===== src/hw/rtl/assert_macros.svh =====
// assertion macros used by the top-level rtl file
// no dependencies
`ifndef ASSERT_MACROS_SVH
`define ASSERT_MACROS_SVH

// same-cycle implication
`define GNB_ASSERT_NOW(label, clk, rst, ante, cons, msg) \
   label: assert property (@(posedge clk) disable iff (rst) (ante) |-> (cons)) \
      else $error(msg);

// next-cycle implication
`define GNB_ASSERT_NEXT(label, clk, rst, ante, cons, msg) \
   label: assert property (@(posedge clk) disable iff (rst) (ante) |=> (cons)) \
      else $error(msg);

`endif


===== src/hw/rtl/gnb_pkg.sv =====
// types, codes and helpers for the gaussian naive bayes classifier
// no dependencies
package gnb_pkg;

   localparam int CLASS_W   = 3;
   localparam int CLASS_CAP = 8;
   localparam int ACC_W     = 40;

   localparam logic [1:0] CMD_BIAS    = 2'd0;
   localparam logic [1:0] CMD_MEAN    = 2'd1;
   localparam logic [1:0] CMD_INV_STD = 2'd2;
   localparam logic [1:0] CMD_FEATURE = 2'd3;

   typedef struct packed {
      logic [1:0]         command;
      logic [2:0]         class_sel;
      logic [5:0]         feature_sel;
      logic signed [31:0] value;
      logic               last_feature;
   } req_type;

   typedef struct packed {
      logic [2:0]         best_class;
      logic signed [39:0] best_score;
   } rsp_type;

   typedef struct packed {
      logic               load;
      logic               write_model;
      logic               acc_issue;
      logic               dec_issue;
      logic               dec_first;
      logic               emit;
      logic               clear_acc;
      logic [CLASS_W-1:0] cls_idx;
   } ctl_type;

   typedef struct packed {
      logic pipe_busy;
   } stat_type;

   function automatic logic signed [ACC_W-1:0] sat_acc(input logic signed [ACC_W:0] v);
      logic signed [ACC_W-1:0] r;
      if (v[ACC_W] != v[ACC_W-1]) begin
         r = v[ACC_W] ? {1'b1, {(ACC_W-1){1'b0}}} : {1'b0, {(ACC_W-1){1'b1}}};
      end else begin
         r = v[ACC_W-1:0];
      end
      return r;
   endfunction

endpackage


===== src/hw/rtl/gnb_controller.sv =====
// sequencer for model writes, class sweeps and the decision
// depends on gnb_pkg
module gnb_controller
   import gnb_pkg::*;
#(
   parameter int NUM_CLASSES  = 8,
   parameter int NUM_FEATURES = 64
) (
   input  logic       clock,
   input  logic       reset,
   input  logic       start,
   input  req_type    req_payload,
   input  logic [3:0] classes_in_use,
   input  stat_type   stat,
   output ctl_type    ctl,
   output logic       busy
);

   localparam int CLS_N = (NUM_CLASSES < CLASS_CAP) ? NUM_CLASSES : CLASS_CAP;
   localparam logic [CLASS_W-1:0] CLS_LAST = CLASS_W'(CLS_N - 1);

   localparam logic [2:0] S_IDLE      = 3'd0;
   localparam logic [2:0] S_WRITE     = 3'd1;
   localparam logic [2:0] S_ACCUM     = 3'd2;
   localparam logic [2:0] S_DRAIN     = 3'd3;
   localparam logic [2:0] S_DECIDE    = 3'd4;
   localparam logic [2:0] S_DEC_DRAIN = 3'd5;
   localparam logic [2:0] S_EMIT      = 3'd6;

   logic [2:0]         state_ff, state_in;
   logic [CLASS_W-1:0] cnt_ff, cnt_in;
   logic               last_ff, last_in;
   logic               feat_ok;
   logic [3:0]         lim;
   logic [CLASS_W-1:0] dec_last;

   assign busy    = (state_ff != S_IDLE);
   assign feat_ok = int'(req_payload.feature_sel) < NUM_FEATURES;

   // classes compared at a decision
   always_comb begin
      priority if (classes_in_use == 4'd0) begin
         lim = 4'd1;
      end else if (int'(classes_in_use) > CLS_N) begin
         lim = 4'(CLS_N);
      end else begin
         lim = classes_in_use;
      end
      dec_last = CLASS_W'(lim - 4'd1);
   end

   always_comb begin
      state_in    = state_ff;
      cnt_in      = cnt_ff;
      last_in     = last_ff;
      ctl         = '0;
      ctl.cls_idx = cnt_ff;
      unique case (state_ff)
         S_IDLE: begin
            if (start) begin
               ctl.load = 1'b1;
               last_in  = req_payload.last_feature;
               cnt_in   = '0;
               priority if (req_payload.command != CMD_FEATURE) begin
                  state_in = S_WRITE;
               end else if (feat_ok) begin
                  state_in = S_ACCUM;
               end else if (req_payload.last_feature) begin
                  state_in = S_DECIDE;
               end else begin
                  state_in = S_IDLE;
               end
            end
         end
         S_WRITE: begin
            ctl.write_model = 1'b1;
            state_in        = S_IDLE;
         end
         S_ACCUM: begin
            ctl.acc_issue = 1'b1;
            if (cnt_ff == CLS_LAST) begin
               cnt_in   = '0;
               state_in = S_DRAIN;
            end else begin
               cnt_in = cnt_ff + 1'b1;
            end
         end
         S_DRAIN: begin
            if (!stat.pipe_busy) begin
               state_in = last_ff ? S_DECIDE : S_IDLE;
            end
         end
         S_DECIDE: begin
            ctl.dec_issue = 1'b1;
            ctl.dec_first = (cnt_ff == '0);
            if (cnt_ff == dec_last) begin
               cnt_in   = '0;
               state_in = S_DEC_DRAIN;
            end else begin
               cnt_in = cnt_ff + 1'b1;
            end
         end
         S_DEC_DRAIN: begin
            if (!stat.pipe_busy) begin
               state_in = S_EMIT;
            end
         end
         S_EMIT: begin
            ctl.emit      = 1'b1;
            ctl.clear_acc = 1'b1;
            state_in      = S_IDLE;
         end
         default: begin
            state_in = S_IDLE;
         end
      endcase
   end

   always_ff @(posedge clock) begin
      if (reset) begin
         state_ff <= S_IDLE;
         cnt_ff   <= '0;
         last_ff  <= 1'b0;
      end else begin
         state_ff <= state_in;
         cnt_ff   <= cnt_in;
         last_ff  <= last_in;
      end
   end

endmodule


===== config.mk =====
export PLATFORM = sky130hd
export DESIGN_NAME = gnb_controller
export DESIGN_NICKNAME = d
export VERILOG_FILES = /design/src/hw/rtl/assert_macros.svh /design/src/hw/rtl/gnb_pkg.sv /design/src/hw/rtl/gnb_controller.sv
export SDC_FILE = /design/constraint.sdc
export NUM_CORES = 1
export LEC_CHECK = 0
export ABC_AREA = 0
export BUFFER_PORTS_ARGS = -buffer_cell sky130_fd_sc_hd__buf_2
export CORE_MARGIN = 2
export CORE_UTILIZATION = 38
export DETAILED_ROUTE_END_ITERATION = 12
export GPL_TIMING_DRIVEN = 0
export PLACE_DENSITY = 0.86
export SLEW_MARGIN = 25
export SYNTH_ARGS = -nofsm -noshare
export SYNTH_HDL_FRONTEND = slang
export SYNTH_SLANG_ARGS = --single-unit

===== constraint.sdc =====
create_clock -name clock -period 2.75 [get_ports clock]
set_input_delay 0.55 -clock clock [delete_from_list [all_inputs] [get_ports clock]]
set_output_delay 0.55 -clock clock [all_outputs]
set_load 0.005 [all_outputs]

==> results.md, run 1 <==
Logic synthesis:
- The distinct cell type count of the synthesized netlist is 33.
- Counting flops with an async set or reset pin after synthesis yields a share of 0%.
- The number of nets handed over by synthesis was 142.
- The mapped netlist covers 657 µm².
- Sequential cells were found to cover 21.3% of the synthesized design area.
- Among all flip-flop cells after synthesis, the most frequent one is dfxtp_1.
- Yosys printed 0 warnings.
- The total of flip-flops plus latches after synthesis is 7.
- The post-synthesis instance total is 85.
- The count of flip-flops with a built-in enable after synthesis is 0.
- The average cell area after synthesis is 7.73 µm².

Worst setup path:
- The critical path goes through clkbuf_1, clkbuf_1, nor2_1, buf_4, buf_2.
- The most critical setup path has its startpoint at state_ff[0]$_SDFFE_PP0P_.
- The category of the critical setup timing path is reg -> out.
- The signal arrival time at the worst endpoint is 1.57 ns.
- The largest fanout on the critical path is 10.
- On the critical path the largest part of the delay comes from buffers and inverters.
- For flop-to-flop paths, the worst setup slack is 0.96 ns.
- The origin of the critical flop-to-flop path is state_ff[1]$_SDFFE_PP0P_.
- The cell count of the worst reg-to-reg path is 8.
- In this design, the stage delay of the slowest critical-path cell is 0.37 ns.
- Among the stages of the critical path, the cell type that occurs most often is clkbuf_1.
- The nature of the critical path endpoint is an output pin.
- The highest-delay cell along the critical path is clkbuf_1.
- The reg-to-reg endpoint is state_ff[2]$_SDFFE_PP0P_.
- The worst setup path is launched from a flip-flop.
- The critical path contains buffers and inverters numbering 4 combined.
- The required time of the critical path is 2.20 ns.

Routing:
- For this run, design rule violations remaining after detail routing come to 0.
- The routed design uses 37 µm of met3 wire.
- In this run the remaining antenna-violating nets after routing total 0.
- The overall via count from detail_route is 687.
- Wire segments on met2 add up to 775 µm in the final route.
- In the final routed layout, each cell accounts on average for 11.9 µm.
- The top layer used by detailed routing is met4.
- The total wire length is 1.51 mm.
- After the first detailed-routing iteration, the DRC count stood at 6.
- After detailed routing, the wire length on met1 is 664 µm.
- Before antenna repair, the detailed router went through 4 iterations.
- In the routed layout, each cell is associated on average with a via count of 5.45.

Layout:
- The final cell area excluding filler cells is 805 µm².
- The area growth from synthesis to layout is 22.5%.
- The number of diodes added for antenna fixing is 0.
- The count of filler cells inserted in the layout is 179.
- The utilization of the core after routing is 48.2%.
- The final-stage net count is 167.
- The layout cell share with drive strength beyond 1 is 26.6%.

Global route:
- Summed over all layers, the global routing overflow is 0.
- The first-pass GRT wire length is 2.26 mm.
- The initial antenna violation count is 0.
- The overall fraction of global-route tracks in use is 14.8%.
- Entering global routing, the biggest net connects 11 pins.
- The via count of the first global-routing pass is 587.

Min path:
- The worst hold path terminates at last_ff$_SDFFE_PP0P_.
- The source of the worst hold timing path is last_ff$_SDFFE_PP0P_.
- The hold-critical path depth is 2.
- The min-delay analysis places its worst path in the category reg -> reg.

Place:
- At the end of routability-driven placement, the weighted congestion stood at 0.783.
- The half-perimeter wire length after detailed placement is 1.23 mm.
- In this run the cell area measured after placement is 778 µm².
- The port buffer count is 20.

Power:
- The internal power is 231 µW.
- Power comes to 360 µW.
- Of the total power, the share spent switching nets is 35.9%.
- Summed over all nets, the switching power comes to 129 µW.
- Of the total power, registers draw 32.6%.
- Across the VDD grid, the largest voltage drop is 208 µV.
- Combinational logic burns 39.8% of the power.
- For this design the static power due to leakage is 0.366 nW.
- Power spread over the standard cell area amounts to 447 mW/mm².
- The relative contribution of the clock network to total power is 27.6%.

STA:
- The time the worst path needs with I/O delays and setup is 2.12 ns.
- The ratio of final minimum period to clock period is 76.9%.
- The final-layout worst hold slack is 0.504 ns.
- Setup repair after global routing left no endpoint under its margin.
- Setup violations remaining at the end of the flow were counted as 0.
- At the pin with the least slew margin, the transition time is 0.532 ns.
- The highest clock rate is 473 MHz.
- The worst setup skew after layout is 0.0140 ns.
- The final max-slew violation count came to 0.
- The count of final hold-check violations is 0.
- In this run the tightest slew margin relative to its limit is 64.2%.
- The total negative slack for setup checks is 0 ns.

Clocking:
- Clock-pin slew was measured on the worst setup and hold paths at 0.05 ns.
- In this run the deepest clock path goes through 2 buffers.
- The total CTS buffers is 3.
- In this run the number of H-tree levels came out at 1.
- The tree built by TritonCTS fans out to 7 sinks.
- The total of cells resized after clock tree synthesis is 0.
- The tree is rooted in a clkbuf_4.
- After clock tree synthesis, the flow added hold-fix buffers numbering 0.
- At the later pin of the worst-skew pair, clock insertion delay measures 0.26 ns.
- After clock tree synthesis, the setup repair step added 0 buffers.
- TritonCTS built the clock tree.

Floorplan:
- The area of the die is 0.00208 mm².
- The region available for standard cell placement spans 0.00167 mm².
- For this design the top-level I/O count stands at 63.
- The die is 45.6 µm tall.
- From left edge to right edge, the die measures 45.6 µm.
- The number of rows created at floorplan is 15.
- The initial utilization of the core area, before any placement, comes to 39.3%.

Outcome:
- The flow ran to the end, and the final reports show no timing, DRC or antenna violations.

Run:
- The number of maximum-capacitance violations is 0.
cell usage after synthesis, types with 2 or more instances:
master / number / area, µm²
nor2_1: 9 / 33.8
dfxtp_1: 7 / 140
nand2b_1: 7 / 43.8
a21oi_1: 5 / 25.0
ha_1: 5 / 62.6
inv_1: 5 / 18.8
nand2_1: 5 / 18.8
o21ai_0: 4 / 20.0
clkbuf_1: 3 / 11.3
mux2i_1: 3 / 30.0
nor2b_1: 3 / 18.8
nor3_1: 3 / 15.0
a32oi_1: 2 / 17.5
buf_4: 2 / 15.0
nor4_1: 2 / 12.5
or3_1: 2 / 12.5
xnor2_1: 2 / 17.5
worst register-to-register path, delay by kind of cell, from the launching register on:
family | cells | cell delay [ns]
AOI/OAI and AO/OA | 2 | 0.30
adders and majority gates | 1 | 0.35
buffers and inverters | 2 | 0.30
DFF | 1 | 0.39
muxes | 1 | 0.12
and+or+nand+nor | 2 | 0.25
how the worst max path moves through the flow:
stage,end,slack [ns],depth (start not counted)
after floorplan,state_ff[1]$_SDFFE_PP0P_,0.75,8
after global placement,state_ff[1]$_SDFFE_PP0P_,0.55,9
after detailed placement,state_ff[1]$_SDFFE_PP0P_,0.50,9
after CTS,ctl[4],0.63,5
after global routing,ctl[4],0.54,5
final,ctl[4],0.63,5
cell families (layout without fill, tap and decap cells):
kind of cell / after synthesis / in the layout / synth area share, %
simple gates: 37 / 37 / 32.6
compound gates: 19 / 19 / 19.4
buf+inv: 11 / 35 / 7.43
flops: 7 / 7 / 21.3
fa+ha+maj: 5 / 5 / 9.52
xor+xnor: 3 / 3 / 5.14
mux: 3 / 3 / 4.57
metrics by stage:
stage | cells | setup WS [ns]
after floorplan | 85 | 0.748
final | 126 | 0.634
after detailed placement | 122 | 0.500
after global routing | 126 | 0.543
after global placement | 122 | 0.550
after CTS | 126 | 0.627
power groups by stage:
stage	sequential [mW]	combinational, mW	clock, mW
after floorplan	0.118	0.103	0
after global placement	0.119	0.138	0
after detailed placement	0.120	0.143	0
after CTS	0.117	0.144	0.100
after global routing	0.119	0.159	0.104
final	0.117	0.143	0.0993
flip-flops by register name (all words and copies together), names as in the netlist:
name,cells
state_ff,3
cnt_ff,3
last_ff,1
layout make-up:
| cell class | instances | area, µm² | area share (%) |
|---|---|---|---|
| multi-input cells | 67 | 468 | 58.2 |
| flip-flops and latches | 7 | 140 | 17.4 |
| repair buffers | 20 | 100 | 12.4 |
| plain buffers | 6 | 30.0 | 3.73 |
| clock buffers | 4 | 26.3 | 3.27 |
| well taps | 17 | 21.3 | 2.64 |
| inverters | 5 | 18.8 | 2.33 |
placed cells by master, fill, tap and decap left out, types with 2 or more instances in the layout:
cell type / n
mux2i_1: 3
inv_1: 5
nor2_1: 9
buf_2: 20
o21ai_0: 4
nor4_1: 2
ha_1: 5
nand2b_1: 7
nor2b_1: 3
clkbuf_1: 4
a32oi_1: 2
nor3_1: 3
clkbuf_4: 3
xnor2_1: 2
or3_1: 2
a21oi_1: 5
nand2_1: 5
buf_4: 2
dfxtp_1: 7
metal layers:
metal	vias up	GRT usage, %
met1	321	18.3
met3	4	1.19
met5	-	0
met2	14	25.6
li1	348	-
met4	0	7.06
No activity file was read; power rests on OpenSTA's default activity.
==> run 2, diff against run 1 <==
--- a/config.mk
+++ b/config.mk
@@ -8,10 +8,10 @@
 export ABC_AREA = 0
 export BUFFER_PORTS_ARGS = -buffer_cell sky130_fd_sc_hd__buf_2
 export CORE_MARGIN = 2
-export CORE_UTILIZATION = 38
+export CORE_UTILIZATION = 35
 export DETAILED_ROUTE_END_ITERATION = 12
 export GPL_TIMING_DRIVEN = 0
-export PLACE_DENSITY = 0.86
+export PLACE_DENSITY = 0.81
 export SLEW_MARGIN = 25
 export SYNTH_ARGS = -nofsm -noshare
 export SYNTH_HDL_FRONTEND = slang
==> constraint.sdc (replaced) <==
create_clock -name clock -period 1.95 [get_ports clock]
set_input_delay 0.39 -clock clock [delete_from_list [all_inputs] [get_ports clock]]
set_output_delay 0.39 -clock clock [all_outputs]
set_load 0.005 [all_outputs]
==> run 2 against run 1 <==
Sequential power grew 42%. Via count is 0.87% higher. Critical path type unchanged. Global-route usage decreased by 0.30 points. Worst setup slack worse by 0.50 ns. Non-clock buffer count did not move. Sequential share of layout area is 0.27 points lower. Wire length is 3.3% higher. Cell area rose by 1.6%. Total power grew 41%.
==> results.md, run 2 (synthesis results as in run 1) <==
Layout:
- The number of diodes added for antenna fixing is 0 (unchanged).
- The count of filler cells inserted in the layout was 186 (+3.9%).
- The storage element area is 140 µm² (unchanged).
- The library cell used most frequently in the layout, excluding fill and tap cells, is buf_2.
- The area growth from synthesis to final layout is 24.4%.
- The multi-input gate area in the final layout is 468 µm² (unchanged).
- The final-stage net count was 167 (unchanged).
- The utilization of the core after routing was 46.8% (-1.4 points).
- The layout cell share with drive strength beyond 1 is 28.4% (+1.8 points).
- The largest registers in the layout are cnt_ff x3, state_ff x3, last_ff x1.
- In the layout the commonest cells are buf_2, nor2_1, nand2b_1, dfxtp_1.

STA:
- The count of endpoints failing setup in the final report was 0 (unchanged).
- The worst setup skew after layout came to 0.00887 ns (-0.00509 ns).
- Setup repair after global routing left no endpoint under its margin.
- The final-layout worst hold slack is 0.385 ns (-0.119 ns).
- The worst path needs 1.82 ns of the cycle, external delays included.
- The max-slew headroom at the worst pin is 67.8% (+3.6 points).
- The count of final hold-check violations was 0 (unchanged).
- Of the available clock period, the critical path in the final layout requires 93.2%.
- The measured slew at the worst slew-check pin is 0.478 ns (-0.0538 ns).
- The final max-slew violation count is 0 (unchanged).
- Timing would allow up to 550 MHz.

Worst setup path:
- The worst setup path is captured at an output pin.
- The reg-to-reg setup timing slack is 0.16 ns (-0.80 ns).
- Traced cell by cell, the critical path runs through clkbuf_1, clkbuf_2, nor3b_1, buf_2.
- The logic depth of the worst setup path including buffers is 4 (-1).
- The largest fanout on the critical path was 10 (unchanged).
- The count of buffering cells on the critical path with inverters included came to 3 (-1).
- The highest cell delay on the worst timing path is 0.31 ns (-0.06 ns).
- In this design, the largest share of critical-path delay is due to buffers and inverters.
- The cell count of the worst reg-to-reg path is 8 (unchanged).
- The highest-delay cell along the critical path is dfxtp_1.
- The required time of the critical path is 1.56 ns (-0.64 ns).
- The worst setup path is launched from a flip-flop.
- The signal arrival time at the worst endpoint is 1.43 ns (-0.14 ns).
- The category of the critical setup timing path is reg -> out.

Power:
- The part of the power in registers is 32.8% (+0.2 points).
- The static leakage is 0.373 nW (+1.8%).
- The relative contribution of the clock network to total power is 26.8% (-0.8 points).
- The total power density per cell area is 620 mW/mm² (+39%).
- The switching part of the total power is 35.5% (-0.40 points).
- The worst ir drop on vdd is 226 µV (+8.3%).
- The part of the power in combinational logic is 40.5% (+0.7 points).
- The internal power is 327 µW (+42%).
- The net switching power figure was 180 µW (+39%).

Clocking:
- The number of H-tree branching levels came to 1 (unchanged).
- The buffer cell driving the clock tree root is clkbuf_4.
- The total CTS buffers is 3 (unchanged).
- The number of buffers added for setup after CTS is 0 (unchanged).
- The CTS sink count is 7 (unchanged).
- The maximum clock path buffer count is 2 (unchanged).
- The total of cells resized after clock tree synthesis is 0 (unchanged).
- The clock transition at the register clock pins on the worst setup and hold paths after CTS is 0.06 ns (about the same).
- The clock insertion delay at the later pin of the skew report is 0.26 ns (about the same).
- TritonCTS built the clock tree.
- The count of hold-fix buffers inserted at cts was 0 (unchanged).

Routing:
- The vias per cell is 5.17 (-5.1%).
- The overall via count from detail_route is 693 (+0.87%).
- The number of remaining DRC errors is 0 (unchanged).
- The number of DRC violations after detailed-routing iteration 0 was 9 (+3).
- The total wire length is 1.56 mm (+3.3%).
- The first-pass iteration count of the detailed router is 4 (unchanged).
- The number of nets with antenna violations after routing is 0 (unchanged).
- The mean routed wirelength per cell is 11.6 µm (-2.8%).

Place:
- The half-perimeter wire length after detailed placement came to 1.24 mm (+0.72%).
- The port buffer count came to 20 (unchanged).
- The final estimated routing congestion in global placement is 0.772 (-1.4%).

Outcome:
- The flow ran to the end, and the final reports show no timing, DRC or antenna violations.

Floorplan:
- The initial core utilization is 37.6% (-1.7 points).
- The I/O pin count is 63 (unchanged).
- The area of the die is 0.00224 mm² (+7.8%).
- The vertical extent of the die is 47.3 µm (+3.8%).
- The die width is 47.3 µm (+3.8%).
- The number of rows created at floorplan is 15 (unchanged).
- The total core area came to 0.00175 mm² (+4.5%).

Global route:
- The overall fraction of global-route tracks in use is 14.5% (-0.30 points).
- The initial antenna violation count was 0 (unchanged).
- The maximum number of pins on one net before global-route repair is 11 (unchanged).
- The via count of the first global-routing pass is 563 (-4.1%).
- The first-pass GRT wire length is 2.28 mm (+0.62%).
- The global-route congestion overflow total came to 0 (unchanged).

Run:
- The number of maximum-capacitance violations came to 0 (unchanged).

Min path:
- The class of the worst hold path is in -> reg.
- The hold-critical path depth is 3 (+1).
## run 2: per-stage QoR
stage / power, mW / setup WS, ns / area (µm²) / std cells / setup TNS (ns)
after floorplan: 0.312 / 0.108 / 657 / 85 / 0
after global placement: 0.362 / -0.0969 / 788 / 130 / -0.194
after detailed placement: 0.370 / -0.127 / 788 / 130 / -0.382
after CTS: 0.507 / 0.0282 / 815 / 134 / 0
after global routing: 0.541 / 0.0147 / 817 / 134 / 0
final: 0.507 / 0.133 / 817 / 134 / 0
## run 2: layout make-up
type	count	share of cell area, %
clock buffers	4	3.22
flip-flops and latches	7	17.2
plain buffers	6	3.98
repair buffers	20	12.3
multi-input cells	67	57.3
inverters	5	2.30
well taps	25	3.83
## run 2: worst paths after layout
check / startpoint / end
max reg2reg: state_ff[1]$_SDFFE_PP0P_ / state_ff[2]$_SDFFE_PP0P_
min: req_payload[0] / last_ff$_SDFFE_PP0P_
min reg2reg: last_ff$_SDFFE_PP0P_ / last_ff$_SDFFE_PP0P_
max: state_ff[0]$_SDFFE_PP0P_ / ctl[8]
## run 2: power groups by stage
| stage | clock network (mW) | logic (mW) | registers [mW] |
|---|---|---|---|
| detailed placement | 0 | 0.202 | 0.168 |
| finish | 0.136 | 0.205 | 0.166 |
| CTS | 0.139 | 0.203 | 0.165 |
| global route | 0.148 | 0.226 | 0.167 |
| global placement | 0 | 0.195 | 0.167 |
| floorplan | 0 | 0.146 | 0.166 |
## run 2: worst reg2reg max path, stage by stage (launching register included)
cell	delay [ns]
dfxtp_1	0.38
buf_4	0.20
inv_1	0.11
ha_1	0.36
nor2b_1	0.18
a32oi_1	0.12
o2bb2ai_1	0.16
nand2b_1	0.07
mux2i_1	0.13
## run 2: layer usage
metal / track usage, % / wire length [µm] / up-vias
li1: - / - / 347
met2: 23.5 / 793 / 16
met5: 0 / 0 / -
met4: 6.67 / 23 / 0
met3: 4.62 / 60 / 4
met1: 17.4 / 677 / 326
